===== src/sv/assert_macros.svh =====
// ---------------------------------------------------------------------------
// Assertion macros
// Shared concurrent assertion forms; the enclosing module provides clk and rst.
// ---------------------------------------------------------------------------
`ifndef ASSERT_MACROS_SVH
`define ASSERT_MACROS_SVH

// Property must hold at every clock edge outside reset.
`define SFP_ASSERT(lbl, prop, msg) \
  lbl: assert property (@(posedge clk) disable iff (rst) prop) else $error(msg);

// Condition must never be seen outside reset.
`define SFP_NEVER(lbl, cond, msg) \
  lbl: assert property (@(posedge clk) disable iff (rst) !(cond)) else $error(msg);

`endif


===== src/sv/sfp_pkg.sv =====
// ---------------------------------------------------------------------------
// Status frame parser package
// Shared constants, command item type and character class helpers.
// ---------------------------------------------------------------------------
`default_nettype none

package sfp_pkg;

  localparam int LINE_MAX_DEF    = 64;
  localparam int QUEUE_DEPTH_DEF = 4;

  localparam logic [31:0] TIMEOUT_RESET = 32'd1000;

  // request codes on the input channel
  localparam logic [1:0] REQ_CHAR = 2'd0;
  localparam logic [1:0] REQ_EOL  = 2'd1;
  localparam logic [1:0] REQ_TICK = 2'd2;

  // item kinds held in the queue
  localparam logic [1:0] KIND_CHAR = 2'd0;
  localparam logic [1:0] KIND_EOL  = 2'd1;
  localparam logic [1:0] KIND_TICK = 2'd2;

  // verdict codes
  localparam logic [3:0] ERR_OK     = 4'd0;
  localparam logic [3:0] ERR_HEADER = 4'd1;
  localparam logic [3:0] ERR_FIELDS = 4'd2;
  localparam logic [3:0] ERR_TEMP   = 4'd3;
  localparam logic [3:0] ERR_SET    = 4'd4;
  localparam logic [3:0] ERR_POWER  = 4'd5;
  localparam logic [3:0] ERR_RANGE  = 4'd6;
  localparam logic [3:0] ERR_MODE   = 4'd7;
  localparam logic [3:0] ERR_TRAIL  = 4'd8;

  localparam logic [7:0]  CH_COMMA = 8'h2C;
  localparam logic [7:0]  CH_PLUS  = 8'h2B;
  localparam logic [7:0]  CH_MINUS = 8'h2D;
  localparam logic [16:0] MAG_CAP  = 17'h1FFFF;
  localparam logic [16:0] POWER_MAX = 17'd100;

  typedef struct packed {
    logic [1:0]  kind;
    logic [7:0]  char_code;
    logic [31:0] now_ms;
  } sfp_cmd_t;

  function automatic logic [7:0] hdr_char(input logic [1:0] idx);
    logic [7:0] ch;
    case (idx)
      2'd0:    ch = 8'h24; // '$'
      2'd1:    ch = 8'h54; // 'T'
      default: ch = CH_COMMA;
    endcase
    return ch;
  endfunction

  function automatic logic is_mode(input logic [7:0] c);
    logic hit;
    case (c)
      8'h45, 8'h4F, 8'h53, 8'h42, 8'h57, 8'h48, 8'h4C: hit = 1'b1; // E O S B W H L
      default: hit = 1'b0;
    endcase
    return hit;
  endfunction

  function automatic logic is_blank(input logic [7:0] c);
    return (c == 8'd32) || (c >= 8'd9 && c <= 8'd13);
  endfunction

  function automatic logic is_digit(input logic [7:0] c);
    return (c >= 8'h30) && (c <= 8'h39);
  endfunction

endpackage

`default_nettype wire


===== src/sv/status_frame_parser.sv =====
// ---------------------------------------------------------------------------
// Status frame parser
// Streams "$T,temp,set,power,mode" lines and reports a verdict per line.
// Input items (in_valid/in_ready): req_type 0 is a line character, 1 ends the
// line, 2 asks for a time check, 3 is taken and dropped. A character gives no
// result; end of line and time check each give one on out_valid/out_ready.
// cfg_valid/cfg_ready writes online_timeout_ms; cfg_ready is high outside reset.
// Order: an item is written to the queue at its accepting edge, parsed from the
// head of the queue, and its result is registered into the output slot.
// Throughput: one item and one result per cycle while the queue has room and
// the result slot is free, set by the single parse step per cycle.
// Stall: while a result waits, characters ahead of the next end of line or time
// check are still parsed; that item waits at the head of the QUEUE_DEPTH-entry
// queue and in_ready drops once the queue is full.
// Reset: rst clears the line state, kept values, counters and last frame time
// and sets the timeout to 1000 ms; both input channels hold ready low and no
// result is pending.
// ---------------------------------------------------------------------------
`default_nettype none

module status_frame_parser import sfp_pkg::*; #(
  parameter int LINE_MAX    = LINE_MAX_DEF,
  parameter int QUEUE_DEPTH = QUEUE_DEPTH_DEF
) (
  input  logic               clk,
  input  logic               rst,
  input  logic               in_valid,
  output logic               in_ready,
  input  logic [1:0]         req_type,
  input  logic [7:0]         char_code,
  input  logic [31:0]        now_ms,
  input  logic               cfg_valid,
  output logic               cfg_ready,
  input  logic [31:0]        cfg_data,
  output logic               out_valid,
  input  logic               out_ready,
  output logic               is_frame_result,
  output logic [3:0]         error_code,
  output logic signed [15:0] current_temp,
  output logic signed [15:0] set_temp,
  output logic [6:0]         power_percent,
  output logic [7:0]         mode_letter,
  output logic [31:0]        lines_seen,
  output logic [31:0]        frames_valid,
  output logic [31:0]        frames_invalid,
  output logic               link_online
);

  logic     q_full;
  logic     q_push;
  sfp_cmd_t q_in;
  logic     q_pop;
  logic     q_not_empty;
  sfp_cmd_t q_out;

  assign cfg_ready = !rst;

  // nothing is taken while in reset
  sfp_front u_front (
    .in_valid  (in_valid),
    .in_ready  (in_ready),
    .req_type  (req_type),
    .char_code (char_code),
    .now_ms    (now_ms),
    .q_full    (q_full || rst),
    .push      (q_push),
    .push_cmd  (q_in)
  );

  sfp_queue #(
    .DEPTH (QUEUE_DEPTH)
  ) u_queue (
    .clk       (clk),
    .rst       (rst),
    .push      (q_push),
    .push_cmd  (q_in),
    .full      (q_full),
    .pop       (q_pop),
    .not_empty (q_not_empty),
    .pop_cmd   (q_out)
  );

  sfp_back #(
    .LINE_MAX (LINE_MAX)
  ) u_back (
    .clk             (clk),
    .rst             (rst),
    .cmd_valid       (q_not_empty),
    .cmd             (q_out),
    .cmd_pop         (q_pop),
    .cfg_write       (cfg_valid && cfg_ready),
    .cfg_data        (cfg_data),
    .out_valid       (out_valid),
    .out_ready       (out_ready),
    .is_frame_result (is_frame_result),
    .error_code      (error_code),
    .current_temp    (current_temp),
    .set_temp        (set_temp),
    .power_percent   (power_percent),
    .mode_letter     (mode_letter),
    .lines_seen      (lines_seen),
    .frames_valid    (frames_valid),
    .frames_invalid  (frames_invalid),
    .link_online     (link_online)
  );

endmodule

`default_nettype wire


===== src/sv/sfp_front.sv =====
// ---------------------------------------------------------------------------
// Status frame parser front end
// Takes items from the input channel, classifies them and loads the queue.
// ---------------------------------------------------------------------------
`default_nettype none

module sfp_front import sfp_pkg::*; (
  input  logic        in_valid,
  output logic        in_ready,
  input  logic [1:0]  req_type,
  input  logic [7:0]  char_code,
  input  logic [31:0] now_ms,
  input  logic        q_full,
  output logic        push,
  output sfp_cmd_t    push_cmd
);

  logic       known;
  logic [1:0] kind;

  always_comb begin
    known = 1'b1;
    case (req_type)
      REQ_CHAR: kind = KIND_CHAR;
      REQ_EOL:  kind = KIND_EOL;
      REQ_TICK: kind = KIND_TICK;
      default: begin
        // unused request: taken and dropped
        kind  = KIND_CHAR;
        known = 1'b0;
      end
    endcase
  end

  assign in_ready           = !q_full;
  assign push               = in_valid && !q_full && known;
  assign push_cmd.kind      = kind;
  assign push_cmd.char_code = char_code;
  assign push_cmd.now_ms    = now_ms;

endmodule

`default_nettype wire


===== src/sv/sfp_queue.sv =====
// ---------------------------------------------------------------------------
// Status frame parser queue
// Short first-in first-out queue between the front end and the parser.
// ---------------------------------------------------------------------------
`default_nettype none
`include "assert_macros.svh"

module sfp_queue import sfp_pkg::*; #(
  parameter int DEPTH = QUEUE_DEPTH_DEF
) (
  input  logic     clk,
  input  logic     rst,
  input  logic     push,
  input  sfp_cmd_t push_cmd,
  output logic     full,
  input  logic     pop,
  output logic     not_empty,
  output sfp_cmd_t pop_cmd
);

  localparam int AW = $clog2(DEPTH);
  localparam int CW = $clog2(DEPTH + 1);

  sfp_cmd_t        mem [DEPTH];
  logic [AW-1:0]   wr_ptr;
  logic [AW-1:0]   rd_ptr;
  logic [CW-1:0]   count;

  assign full      = (count == CW'(DEPTH));
  assign not_empty = (count != '0);
  assign pop_cmd   = mem[rd_ptr];

  always_ff @(posedge clk) begin
    if (push) begin
      mem[wr_ptr] <= push_cmd;
    end
  end

  always_ff @(posedge clk) begin
    if (rst) begin
      wr_ptr <= '0;
      rd_ptr <= '0;
      count  <= '0;
    end else begin
      if (push) begin
        wr_ptr <= (wr_ptr == AW'(DEPTH - 1)) ? '0 : wr_ptr + 1'b1;
      end
      if (pop) begin
        rd_ptr <= (rd_ptr == AW'(DEPTH - 1)) ? '0 : rd_ptr + 1'b1;
      end
      case ({push, pop})
        2'b10:   count <= count + 1'b1;
        2'b01:   count <= count - 1'b1;
        default: count <= count;
      endcase
    end
  end

  `SFP_NEVER(a_q_overflow, count > CW'(DEPTH), "queue count beyond depth")
  `SFP_NEVER(a_q_underflow, pop && count == '0, "pop from empty queue")
  `SFP_ASSERT(a_q_grow, push && !pop |=> count == $past(count) + 1'b1, "push lost")

endmodule

`default_nettype wire


===== src/sv/sfp_back.sv =====
// ---------------------------------------------------------------------------
// Status frame parser back end
// Runs the line parser, keeps values and counters, and holds the result.
// ---------------------------------------------------------------------------
`default_nettype none
`include "assert_macros.svh"

module sfp_back import sfp_pkg::*; #(
  parameter int LINE_MAX = LINE_MAX_DEF
) (
  input  logic               clk,
  input  logic               rst,
  input  logic               cmd_valid,
  input  sfp_cmd_t           cmd,
  output logic               cmd_pop,
  input  logic               cfg_write,
  input  logic [31:0]        cfg_data,
  output logic               out_valid,
  input  logic               out_ready,
  output logic               is_frame_result,
  output logic [3:0]         error_code,
  output logic signed [15:0] current_temp,
  output logic signed [15:0] set_temp,
  output logic [6:0]         power_percent,
  output logic [7:0]         mode_letter,
  output logic [31:0]        lines_seen,
  output logic [31:0]        frames_valid,
  output logic [31:0]        frames_invalid,
  output logic               link_online
);

  localparam int PW = $clog2(LINE_MAX);
  localparam logic [PW-1:0] POS_LAST = PW'(LINE_MAX - 1);

  localparam logic [2:0] PH_HEADER = 3'd0;
  localparam logic [2:0] PH_LEAD   = 3'd1;
  localparam logic [2:0] PH_SIGN   = 3'd2;
  localparam logic [2:0] PH_DIGIT  = 3'd3;
  localparam logic [2:0] PH_MODE   = 3'd4;
  localparam logic [2:0] PH_TAIL   = 3'd5;
  localparam logic [2:0] PH_SKIP   = 3'd6;

  // line parse state
  logic [2:0]    phase, phase_next;
  logic [PW-1:0] pos, pos_next;
  logic [2:0]    commas, commas_next;
  logic [16:0]   mag, mag_next;
  logic          neg, neg_next;
  logic          dseen, dseen_next;
  logic [3:0]    ferr, ferr_next;
  logic          ended, ended_next;
  logic [15:0]   pend_temp, pend_temp_next;
  logic [15:0]   pend_set, pend_set_next;
  logic [6:0]    pend_power, pend_power_next;
  logic [7:0]    pend_mode, pend_mode_next;

  // kept state
  logic [31:0]   timeout;
  logic [31:0]   lvt;

  logic          slot_free;
  logic          take_char;
  logic          take_eol;
  logic          take_tick;
  logic [3:0]    verdict;
  logic [31:0]   lvt_eff;
  logic [31:0]   age;
  logic          online;

  logic          fail;
  logic [3:0]    fail_code;
  logic [7:0]    c;
  logic [1:0]    fld;
  logic [3:0]    num_err;
  logic [20:0]   acc;
  logic [16:0]   mag_acc;
  logic [16:0]   limit;
  logic [15:0]   val16;

  assign slot_free = !out_valid || out_ready;
  assign cmd_pop   = cmd_valid && ((cmd.kind == KIND_CHAR) || slot_free);
  assign take_char = cmd_pop && (cmd.kind == KIND_CHAR);
  assign take_eol  = cmd_pop && (cmd.kind == KIND_EOL);
  assign take_tick = cmd_pop && (cmd.kind == KIND_TICK);

  // one character step
  always_comb begin
    phase_next      = phase;
    pos_next        = pos;
    commas_next     = commas;
    mag_next        = mag;
    neg_next        = neg;
    dseen_next      = dseen;
    ferr_next       = ferr;
    ended_next      = ended;
    pend_temp_next  = pend_temp;
    pend_set_next   = pend_set;
    pend_power_next = pend_power;
    pend_mode_next  = pend_mode;
    fail            = 1'b0;
    fail_code       = ERR_OK;
    c               = cmd.char_code;

    // field index follows the commas seen before this character
    fld     = (commas >= 3'd1 && commas <= 3'd3) ? 2'(commas - 3'd1) : 2'd2;
    num_err = ERR_TEMP + {2'b00, fld};
    acc     = {1'b0, mag, 3'b000} + {3'b000, mag, 1'b0} + {17'd0, c[3:0]};
    mag_acc = (acc[20:17] != 4'd0) ? MAG_CAP : acc[16:0];
    limit   = neg ? 17'd32768 : 17'd32767;
    val16   = neg ? (16'd0 - mag[15:0]) : mag[15:0];

    if (!ended && pos < POS_LAST) begin
      pos_next = pos + 1'b1;
      if (c == 8'h00) begin
        ended_next = 1'b1;
      end else begin
        if (c == CH_COMMA && commas != 3'd7) begin
          commas_next = commas + 1'b1;
        end
        case (phase)
          PH_HEADER: begin
            if (pos > PW'(2) || c != hdr_char(pos[1:0])) begin
              fail      = 1'b1;
              fail_code = ERR_HEADER;
            end else if (pos == PW'(2)) begin
              phase_next = PH_LEAD;
              mag_next   = '0;
              neg_next   = 1'b0;
              dseen_next = 1'b0;
            end
          end
          PH_LEAD: begin
            if (is_blank(c)) begin
              phase_next = PH_LEAD;
            end else if (c == CH_PLUS || c == CH_MINUS) begin
              neg_next   = (c == CH_MINUS);
              phase_next = PH_SIGN;
            end else if (is_digit(c)) begin
              mag_next   = mag_acc;
              dseen_next = 1'b1;
              phase_next = PH_DIGIT;
            end else begin
              fail      = 1'b1;
              fail_code = num_err;
            end
          end
          PH_SIGN: begin
            if (is_digit(c)) begin
              mag_next   = mag_acc;
              dseen_next = 1'b1;
              phase_next = PH_DIGIT;
            end else begin
              fail      = 1'b1;
              fail_code = num_err;
            end
          end
          PH_DIGIT: begin
            if (is_digit(c)) begin
              mag_next   = mag_acc;
              dseen_next = 1'b1;
            end else if (c == CH_COMMA) begin
              if (!dseen || mag > limit) begin
                fail      = 1'b1;
                fail_code = num_err;
              end else begin
                case (fld)
                  2'd0:    pend_temp_next  = val16;
                  2'd1:    pend_set_next   = val16;
                  default: pend_power_next = val16[6:0];
                endcase
                mag_next   = '0;
                neg_next   = 1'b0;
                dseen_next = 1'b0;
                if (fld != 2'd2) begin
                  phase_next = PH_LEAD;
                end else if ((neg && mag != '0) || (!neg && mag > POWER_MAX)) begin
                  fail      = 1'b1;
                  fail_code = ERR_RANGE;
                end else begin
                  phase_next = PH_MODE;
                end
              end
            end else begin
              fail      = 1'b1;
              fail_code = num_err;
            end
          end
          PH_MODE: begin
            if (is_mode(c)) begin
              pend_mode_next = c;
              phase_next     = PH_TAIL;
            end else begin
              fail      = 1'b1;
              fail_code = ERR_MODE;
            end
          end
          PH_TAIL: begin
            fail      = 1'b1;
            fail_code = ERR_TRAIL;
          end
          default: begin
            phase_next = phase;
          end
        endcase
        if (fail) begin
          if (ferr == ERR_OK) begin
            ferr_next = fail_code;
          end
          phase_next = PH_SKIP;
        end
      end
    end
  end

  // end of line verdict, header first, then field count, then first error, then missing mode
  always_comb begin
    if (phase == PH_HEADER || ferr == ERR_HEADER) begin
      verdict = ERR_HEADER;
    end else if (commas != 3'd4) begin
      verdict = ERR_FIELDS;
    end else if (ferr != ERR_OK) begin
      verdict = ferr;
    end else if (phase == PH_MODE) begin
      verdict = ERR_MODE;
    end else begin
      verdict = ERR_OK;
    end
  end

  // a valid frame refreshes the time stamp before the online check
  assign lvt_eff = (take_eol && verdict == ERR_OK) ? cmd.now_ms : lvt;
  assign age     = cmd.now_ms - lvt_eff;
  assign online  = (lvt_eff != 32'd0) && (age <= timeout);

  always_ff @(posedge clk) begin
    if (rst) begin
      phase          <= PH_HEADER;
      pos            <= '0;
      commas         <= '0;
      mag            <= '0;
      neg            <= 1'b0;
      dseen          <= 1'b0;
      ferr           <= ERR_OK;
      ended          <= 1'b0;
      timeout        <= TIMEOUT_RESET;
      lvt            <= '0;
      current_temp   <= '0;
      set_temp       <= '0;
      power_percent  <= '0;
      mode_letter    <= '0;
      lines_seen     <= '0;
      frames_valid   <= '0;
      frames_invalid <= '0;
      out_valid      <= 1'b0;
    end else begin
      if (cfg_write) begin
        timeout <= cfg_data;
      end
      if (take_char) begin
        phase  <= phase_next;
        pos    <= pos_next;
        commas <= commas_next;
        mag    <= mag_next;
        neg    <= neg_next;
        dseen  <= dseen_next;
        ferr   <= ferr_next;
        ended  <= ended_next;
      end else if (take_eol) begin
        phase      <= PH_HEADER;
        pos        <= '0;
        commas     <= '0;
        mag        <= '0;
        neg        <= 1'b0;
        dseen      <= 1'b0;
        ferr       <= ERR_OK;
        ended      <= 1'b0;
        lines_seen <= lines_seen + 1'b1;
        if (verdict == ERR_OK) begin
          frames_valid  <= frames_valid + 1'b1;
          current_temp  <= pend_temp;
          set_temp      <= pend_set;
          power_percent <= pend_power;
          mode_letter   <= pend_mode;
          lvt           <= cmd.now_ms;
        end else begin
          frames_invalid <= frames_invalid + 1'b1;
        end
      end
      if (take_eol || take_tick) begin
        out_valid <= 1'b1;
      end else if (out_ready) begin
        out_valid <= 1'b0;
      end
    end
  end

  // pending values and result payload
  always_ff @(posedge clk) begin
    if (take_char) begin
      pend_temp  <= pend_temp_next;
      pend_set   <= pend_set_next;
      pend_power <= pend_power_next;
      pend_mode  <= pend_mode_next;
    end
    if (take_eol || take_tick) begin
      is_frame_result <= take_eol;
      error_code      <= take_eol ? verdict : ERR_OK;
      link_online     <= online;
    end
  end

  `SFP_NEVER(a_err_code, out_valid && error_code > ERR_TRAIL, "error code out of range")
  `SFP_NEVER(a_tick_code, out_valid && !is_frame_result && error_code != ERR_OK, "tick error")
  `SFP_ASSERT(a_line_sum, lines_seen == frames_valid + frames_invalid, "line counters disagree")
  `SFP_NEVER(a_no_overrun, out_valid && !out_ready && (take_eol || take_tick), "result overrun")

endmodule

`default_nettype wire

===== config.mk =====
export PLATFORM = sky130hd
export DESIGN_NAME = status_frame_parser
export DESIGN_NICKNAME = d
export VERILOG_FILES = /design/src/sv/sfp_pkg.sv /design/src/sv/status_frame_parser.sv /design/src/sv/sfp_front.sv /design/src/sv/sfp_queue.sv /design/src/sv/sfp_back.sv
export VERILOG_INCLUDE_DIRS = /design/src /design/src/sv
export SDC_FILE = /design/constraint.sdc
export NUM_CORES = 1
export LEC_CHECK = 0
export BUFFER_PORTS_ARGS = -buffer_cell sky130_fd_sc_hd__buf_2
export CELL_PAD_IN_SITES_DETAIL_PLACEMENT = 1
export CELL_PAD_IN_SITES_GLOBAL_PLACEMENT = 1
export CORE_ASPECT_RATIO = 0.6
export CORE_MARGIN = 2
export CORE_UTILIZATION = 40
export DETAILED_ROUTE_END_ITERATION = 10
export PLACE_DENSITY_LB_ADDON = 0.2
export SLEW_MARGIN = 20
export SYNTH_ARGS = -nofsm -noshare
export SYNTH_HDL_FRONTEND = slang
export SYNTH_SLANG_ARGS = --single-unit

===== constraint.sdc =====
create_clock -name clk -period 21.5 [get_ports clk]
set_input_delay 6.45 -clock clk [delete_from_list [all_inputs] [get_ports clk]]
set_output_delay 6.45 -clock clk [all_outputs]
set_load 0.005 [all_outputs]

==> results.sh, run 1 <==
export IMPL_post_cts_buffers=0
export IMPL_maxSlewViolCount=0
export IMPL_design_area_sq_mm=0.0263
export IMPL_hp_class="register to register"
export IMPL_vias=16919
export IMPL_hold_viol_final=0
export IMPL_synth_edf_count=221
export IMPL_drt_wl_total_mm=64.6
export IMPL_synth_cell_types=89
export IMPL_clockRootBuffer="clkbuf_16"
export IMPL_multiInputGateArea_sq_mm=0.0105
export IMPL_drive_above_1_share=0.168
export IMPL_fillers=6144
export IMPL_pre_cts_ws_ns=7.48
export IMPL_comb_power_share=0.314
export IMPL_cts_buffer_depth=3
export IMPL_place_area_sq_mm=0.0247
export IMPL_fin_tns_setup_ns=0
export IMPL_synthFlopType="dfxtp_1"
export IMPL_async_reset_ff_frac=0
export IMPL_pwr_density_cell_mw_per_mm2=103
export IMPL_dp_cells=3037
export IMPL_worst_r2r_cell_count=33
export IMPL_drc=0
export IMPL_final_nets=2542
export IMPL_arrival_ns=7.56
export IMPL_ctsResizeCount=0
export IMPL_power_switching_mw=0.904
export IMPL_wl_per_cell_um=20.7
export IMPL_synthAdderAreaFrac=0.0767
export IMPL_synth_top_family_by_area="simple AND/OR/NAND/NOR gates"
export IMPL_syn_num_nets=2337
export IMPL_synthTopCellsByArea="edfxtp_1 (29%), dfxtp_1 (22%), ha_1 (7.3%), nor2_1 (3.7%), nand2_1 (3.5%)"
export IMPL_cts_buffers=46
export IMPL_setup_violations=0
export IMPL_p_leak_nw=10.5
export IMPL_grtUsageTotal=0.216
export IMPL_io_pins=231
export IMPL_gr_total_overflow=0
export IMPL_swShare=0.335
export IMPL_holdPathStages=2
export IMPL_drv_cap=0
export IMPL_finalWorstSetupSlack_ns=7.49
export IMPL_hpwl_mm=47.2
export IMPL_grt_pass1_vias=17121
export IMPL_yosysTopAreaCellShare=0.290
export IMPL_drtPass1Iterations=5
export IMPL_clkPwrFrac=0.315
export IMPL_synth_area_sq_mm=0.0229
export IMPL_place_congestion=0.835
export IMPL_areaGrowthSynthToFinish_pct=14.9
export IMPL_worst_setup_path_start_kind="primary input"
export IMPL_yosysTopAreaCell="edfxtp_1"
export IMPL_regArea_sq_mm=0.0117
export IMPL_intPower_mw=1.80
export IMPL_cts_htree_levels=2
export IMPL_worstMarginPinSlew_ns=1.06
export IMPL_numPortBuffers=230
export IMPL_crit_type="primary input to output port"
export IMPL_clock_fmax_ghz=0.0714
export IMPL_dieArea_sq_mm=0.0592
export IMPL_drtAntennaViolNets=0
export IMPL_vias_per_cell=5.41
export IMPL_numClockSinks=474
export IMPL_cts_tree="yes"
export IMPL_clock_latency_ns=0.59
export IMPL_rsz0062_at_grt="no"
export IMPL_ys_ff_latch=474
export IMPL_antenna_found_initial=7
export IMPL_synthMuxAreaShare=0.0708
export IMPL_start_util=0.407
export IMPL_post_route_period_util=0.652
export IMPL_worstPathRequired_ns=15.05
export IMPL_synth_simple_area_share=0.149
export IMPL_slew_headroom=0.296
export IMPL_setup_worst_path_end_class="output port"
export IMPL_synth_area_per_cell_sq_um=10.8
export IMPL_synthXorXnorAreaFrac=0.0528
export IMPL_grt_max_degree=86
export IMPL_drt_iter0_markers=1096
export IMPL_synth_cells=2121
export IMPL_period_needed_ns=14.01
export IMPL_yosysWarnings=0
export IMPL_p_seq_frac=0.371
export IMPL_outcome="complete, no violations"
export IMPL_regToRegSetupSlack_ns=13.33
export IMPL_die_h_um=189
export IMPL_clk_pin_slew_worst_paths_ns=0.06
export IMPL_irDropWorstVdd_uv=63.2
export IMPL_grt_pass1_wl_mm=101
export IMPL_synth_compound_gate_area_share=0.108
export IMPL_fin_cells=3126
export IMPL_hold_buffers=0
export IMPL_rows=67
export IMPL_core_area_sq_mm=0.0562
export IMPL_die_w_um=313
export IMPL_crit_fanout=68
export IMPL_ys_seq_area_frac=0.512
export IMPL_worst_clock_skew_ns=0.0187
-- synthesized netlist by cell type, types with 4 or more instances --
| cell type | number |
|---|---|
| a211oi_1 | 12 |
| a21o_1 | 36 |
| a21oi_1 | 146 |
| a221oi_1 | 4 |
| a22oi_1 | 4 |
| a31oi_1 | 13 |
| and2_1 | 16 |
| and3_1 | 34 |
| and4_1 | 7 |
| buf_1 | 5 |
| buf_2 | 8 |
| clkbuf_1 | 65 |
| dfxtp_1 | 253 |
| edfxtp_1 | 221 |
| fa_1 | 4 |
| ha_1 | 133 |
| inv_1 | 84 |
| mux2i_1 | 62 |
| mux4_1 | 8 |
| mux4_2 | 34 |
| nand2_1 | 211 |
| nand2b_1 | 13 |
| nand3_1 | 53 |
| nand3b_1 | 4 |
| nand4_1 | 41 |
| nor2_1 | 228 |
| nor2b_1 | 16 |
| nor3_1 | 21 |
| nor4_1 | 9 |
| o211ai_1 | 13 |
| o21a_1 | 15 |
| o21ai_0 | 63 |
| o21bai_1 | 9 |
| o2bb2ai_1 | 7 |
| o2bb2ai_2 | 9 |
| o31ai_1 | 8 |
| or2_2 | 7 |
| or3_1 | 29 |
| or4_1 | 9 |
| xnor2_1 | 59 |
| xor2_1 | 79 |
-- state kept, by name, summed over array words and instances (netlist names), 17 cells and up, named ones only --
register	count
u_back.lines_seen	32
u_back.mag	17
u_queue.mem	168
u_back.frames_valid	32
u_back.frames_invalid	32
u_back.timeout	32
u_back.lvt	32
-- critical path: stages --
cell   delay, ns
buf_6       0.40
inv_1       0.39
buf_2       0.25
-- cells by family (layout without fill, tap and decap cells) --
group,after synthesis,in the layout
AO/OA/AOI/OAI,376,376
XOR/XNOR,138,138
flip-flops,474,474
buffers and inverters,170,413
adder cells (fa/ha/maj),138,138
multiplexers,106,106
other,0,3
AND/OR/NAND/NOR,719,719
-- cells in the final DEF, fill, tap and decap left out, types with 63 or more instances in the layout --
master      n
edfxtp_1  221
nand2_1   211
a21oi_1   146
inv_1      84
ha_1      133
xor2_1     79
o21ai_0    63
buf_2     229
dfxtp_1   250
nor2_1    226
-- per-layer routing --
metal | GRT usage | up-vias | share of wire
met5 | 0 | - | 0.00053
li1 | - | 8067 | -
met4 | 0.0447 | 6 | 0.016
met3 | 0.0427 | 71 | 0.049
met1 | 0.336 | 8447 | 0.53
met2 | 0.307 | 328 | 0.41
-- power groups by stage --
stage | logic (mW) | clock network [mW] | registers (mW)
after global routing | 0.937 | 0.908 | 1.00
after detailed placement | 0.839 | 0 | 1.02
after CTS | 0.843 | 0.872 | 1.00
after global placement | 0.809 | 0 | 1.02
final | 0.848 | 0.851 | 1.00
after floorplan | 0.594 | 0 | 1.01
-- stage by stage --
stage               utilization  hold WS, ns  total power [mW]
global route              0.468        0.472              2.85
floorplan                     -        0.437              1.60
finish                    0.468        0.451              2.70
detailed placement        0.440        0.446              1.86
global placement          0.440        0.438              1.83
CTS                       0.468        0.454              2.72
-- path summary, 6_finish.rpt --
| path | startpoint | to |
|---|---|---|
| setup / recovery | rst | cfg_ready |
| hold / removal | u_back.mode_letter[7] | u_back.mode_letter[7] |
| setup reg to reg | register | u_back.link_online |
| hold reg to reg | u_back.mode_letter[7] | u_back.mode_letter[7] |
-- area by class of cell --
type | instances | share of cell area
Sequential cell | 474 | 0.445
Multi-Input combinational cell | 1477 | 0.399
Clock buffer | 60 | 0.0493
Timing Repair Buffer | 242 | 0.0474
Tap cell | 759 | 0.0361
Inverter | 85 | 0.0121
Clock inverter | 26 | 0.0105
Antenna cell | 3 | 0.000286
(Power assumes the default switching activity.)
==> run 2, diff against run 1 <==
--- a/config.mk
+++ b/config.mk
@@ -6,6 +6,7 @@
 export SDC_FILE = /design/constraint.sdc
 export NUM_CORES = 1
 export LEC_CHECK = 0
+export ABC_AREA = 1
 export BUFFER_PORTS_ARGS = -buffer_cell sky130_fd_sc_hd__buf_2
 export CELL_PAD_IN_SITES_DETAIL_PLACEMENT = 1
 export CELL_PAD_IN_SITES_GLOBAL_PLACEMENT = 1
==> constraint.sdc (replaced) <==
create_clock -name clk -period 13.7 [get_ports clk]
set_input_delay 4.11 -clock clk [delete_from_list [all_inputs] [get_ports clk]]
set_output_delay 4.11 -clock clk [all_outputs]
set_load 0.005 [all_outputs]
==> results.sh, run 2 <==
export IMPL_crit_type="primary input to output port"
export IMPL_synth_common_cells="nand2_1 (567), nor2_1 (400), inv_1 (302)"
export IMPL_final_core_util=0.463
export IMPL_worst_clock_skew_ns=0.0283
export IMPL_cts_tree="yes"
export IMPL_hold_viol_final=0
export IMPL_fillers=7346
export IMPL_gr_total_overflow=0
export IMPL_clockRootBuffer="clkbuf_16"
export IMPL_pwr_density_cell_mw_per_mm2=175
export IMPL_post_route_period_util=0.762
export IMPL_ctsResizeCount=0
export IMPL_endpoint="cfg_ready"
export IMPL_drv_cap=0
export IMPL_rsz0062_at_grt="no"
export IMPL_path_buf_inv=4
export IMPL_worstPathRequired_ns=9.59
export IMPL_numPortBuffers=230
export IMPL_synth_edf_count=221
export IMPL_ys_ff_latch=474
export IMPL_grt_pass1_wl_mm=121
export IMPL_rows=70
export IMPL_clock_latency_ns=0.62
export IMPL_synthTopCellsByArea="edfxtp_1 (27%), dfxtp_1 (21%), nand2_1 (8.6%), ha_1 (6.8%), nor2_1 (6.1%)"
export IMPL_hpwl_mm=58.1
export IMPL_start_util=0.404
export IMPL_clock_fmax_ghz=0.0958
export IMPL_power_switching_mw=2.02
export IMPL_cts_buffers=46
export IMPL_cts_htree_levels=2
export IMPL_worst_r2r_cell_count=26
export IMPL_final_cell_mix="nand2_1 (567), nor2_1 (394), inv_1 (301), dfxtp_1 (252), buf_2 (229)"
export IMPL_comb_power_share=0.397
export IMPL_dp_cells=3953
export IMPL_drc=0
export IMPL_areaGrowthSynthToFinish_pct=14.5
export IMPL_cp_cell_sequence="buf_4 -> clkinv_2 -> buf_4 -> buf_2"
export IMPL_synth_area_per_cell_sq_um=8.31
export IMPL_synth_most_common_cell="nand2_1"
export IMPL_grt_pass1_vias=21447
export IMPL_p_leak_nw=11.7
export IMPL_post_cts_buffers=0
export IMPL_max_stage_delay_ns=0.86
export IMPL_cp_top_family="buffers and inverters"
export IMPL_hp_class="register to register"
export IMPL_hold_buffers=0
export IMPL_fin_tns_setup_ns=0
export IMPL_worst_path_stages=4
export IMPL_design_area_sq_mm=0.0282
export IMPL_grtUsageTotal=0.241
export IMPL_synth_cell_types=64
export IMPL_ys_seq_area_frac=0.475
export IMPL_worst_setup_path_start_kind="primary input"
export IMPL_antenna_found_initial=3
export IMPL_drtAntennaViolNets=0
export IMPL_synth_cells=2963
export IMPL_synthFlopType="dfxtp_1"
export IMPL_synthXorXnorAreaFrac=0.0217
export IMPL_outcome="complete, no violations"
export IMPL_drtPass1Iterations=5
export IMPL_vias=21435
export IMPL_cp_common_cell="buf_4"
export IMPL_irDropWorstVdd_uv=129
export IMPL_worstMarginPinSlew_ns=1.08
export IMPL_drt_iter0_markers=1502
export IMPL_die_w_um=324
export IMPL_numClockSinks=474
export IMPL_pre_cts_ws_ns=3.23
export IMPL_regToRegEndpoint="u_back.link_online"
export IMPL_clkPwrFrac=0.279
export IMPL_dieArea_sq_mm=0.0636
export IMPL_cp_slowest_cell="clkinv_2"
export IMPL_clk_pin_slew_worst_paths_ns=0.07
export IMPL_drt_wl_total_mm=77.4
export IMPL_synth_top_family_by_area="simple AND/OR/NAND/NOR gates"
export IMPL_regMostFlops="u_queue.mem"
export IMPL_yosysWarnings=0
export IMPL_die_h_um=196
export IMPL_maxSlewViolCount=0
export IMPL_setup_violations=0
export IMPL_cts_buffer_depth=3
export IMPL_syn_num_nets=3179
export IMPL_core_area_sq_mm=0.0609
export IMPL_setup_worst_path_end_class="output port"
export IMPL_async_reset_ff_frac=0
export IMPL_place_area_sq_mm=0.0266
export IMPL_swShare=0.409
export IMPL_final_nets=3389
export IMPL_intPower_mw=2.91
export IMPL_synth_area_sq_mm=0.0246
export IMPL_place_congestion=0.869
export IMPL_crit_fanout=56
export IMPL_largest_reg_flops=168
export IMPL_p_seq_frac=0.324
export IMPL_io_pins=231
export IMPL_vias_per_cell=5.31
export IMPL_slew_headroom=0.273
export IMPL_final_common_cell="nand2_1"
export IMPL_fin_cells=4040
export IMPL_regToRegSetupSlack_ns=6.87
export IMPL_synth_simple_area_share=0.233
export IMPL_synthMuxAreaShare=0.00854
export IMPL_finalWorstSetupSlack_ns=3.26
export IMPL_yosysTopAreaCellShare=0.270
export IMPL_synth_compound_gate_area_share=0.125
export IMPL_grt_max_degree=83
export IMPL_drive_above_1_share=0.125
export IMPL_arrival_ns=6.33
export IMPL_holdPathStages=1
export IMPL_wl_per_cell_um=19.1
export IMPL_synthAdderAreaFrac=0.0708
export IMPL_startpoint="rst"
export IMPL_yosysTopAreaCell="edfxtp_1"
export IMPL_period_needed_ns=10.44
run 2: cell count changes in the layout (fill, tap and decap cells not counted), moves of 41 or more:
cell,before,now
a21oi_1,146,213
inv_1,84,301
mux2i_1,62,21
nand2_1,211,567
nand3_1,53,130
nor2_1,226,394
nor3_1,20,79
o21ai_0,63,203
xnor2_1,59,15
run 2: cell type report:
class | instances | area [sq um] | area share
diodes | 1 | 2.50 | 0.0000888
clock buffers | 57 | 1210 | 0.0430
clock inverters | 29 | 399 | 0.0142
inverters | 314 | 1180 | 0.0419
multi-input cells | 2087 | 11400 | 0.403
flip-flops and latches | 474 | 11700 | 0.415
well taps | 828 | 1040 | 0.0367
repair buffers | 250 | 1300 | 0.0462
run 2: worst reg2reg max path, stage by stage, from the launching register on:
cell and delay [ns]:
dfxtp_2 0.36, inv_2 0.21, buf_4 0.66, nand2_1 0.15
o211ai_2 0.09, nand2_1 0.19, nand4_4 0.36, clkinv_2 0.26
nand2_4 0.43, buf_4 0.73, mux2i_1 0.53, fa_1 0.35
nand3_1 0.12, a21boi_1 0.37, nand2_1 0.12, nand3_2 0.10
nand2_1 0.09, nand3_1 0.08, nand2_1 0.12, ha_1 0.31
nand4_1 0.13, nor3_1 0.28, nand2_1 0.11, o2111ai_1 0.12
a21oi_1 0.08, a31oi_1 0.15, a21oi_1 0.06
run 2: metrics by stage:
stage	hold slack, ns	total power, mW
final	0.469	4.93
after global routing	0.496	5.24
after CTS	0.473	4.94
after detailed placement	0.459	3.55
after global placement	0.441	3.46
after floorplan	0.422	2.93
run 2: worst min-delay path by stage:
stage,startpoint,endpoint
2_1_floorplan,u_queue.count[0],u_queue.count[0]
3_3_place_gp,u_queue.count[0],u_queue.count[0]
3_5_place_dp,u_queue.count[0],u_queue.count[0]
4_1_cts,u_queue.count[0],u_queue.count[0]
5_1_grt,u_back.timeout[28],u_back.timeout[28]
6_report,u_queue.count[0],u_queue.count[0]
run 2: layer usage:
metal,vias up,GRT usage,part of all wire
met3,74,0.0420,0.053
met1,10507,0.374,0.52
li1,10443,-,-
met5,-,0,0.00028
met4,4,0.0454,0.013
met2,407,0.348,0.41
run 2: cells by family (layout without fill, tap and decap cells):
logic type               Yosys count  count (layout)
other                              0               1
multiplexers                      21              21
adder cells (fa/ha/maj)          137             137
AO/OA/AOI/OAI                    552             552
AND/OR/NAND/NOR                 1316            1316
flip-flops                       474             474
buffers and inverters            402             650
XOR/XNOR                          61              61
run 2: power by group through the flow:
stage	registers, mW	clock network [mW]	logic [mW]
finish	1.60	1.37	1.96
global route	1.61	1.46	2.18
CTS	1.60	1.41	1.94
detailed placement	1.63	0	1.93
global placement	1.63	0	1.84
floorplan	1.62	0	1.31
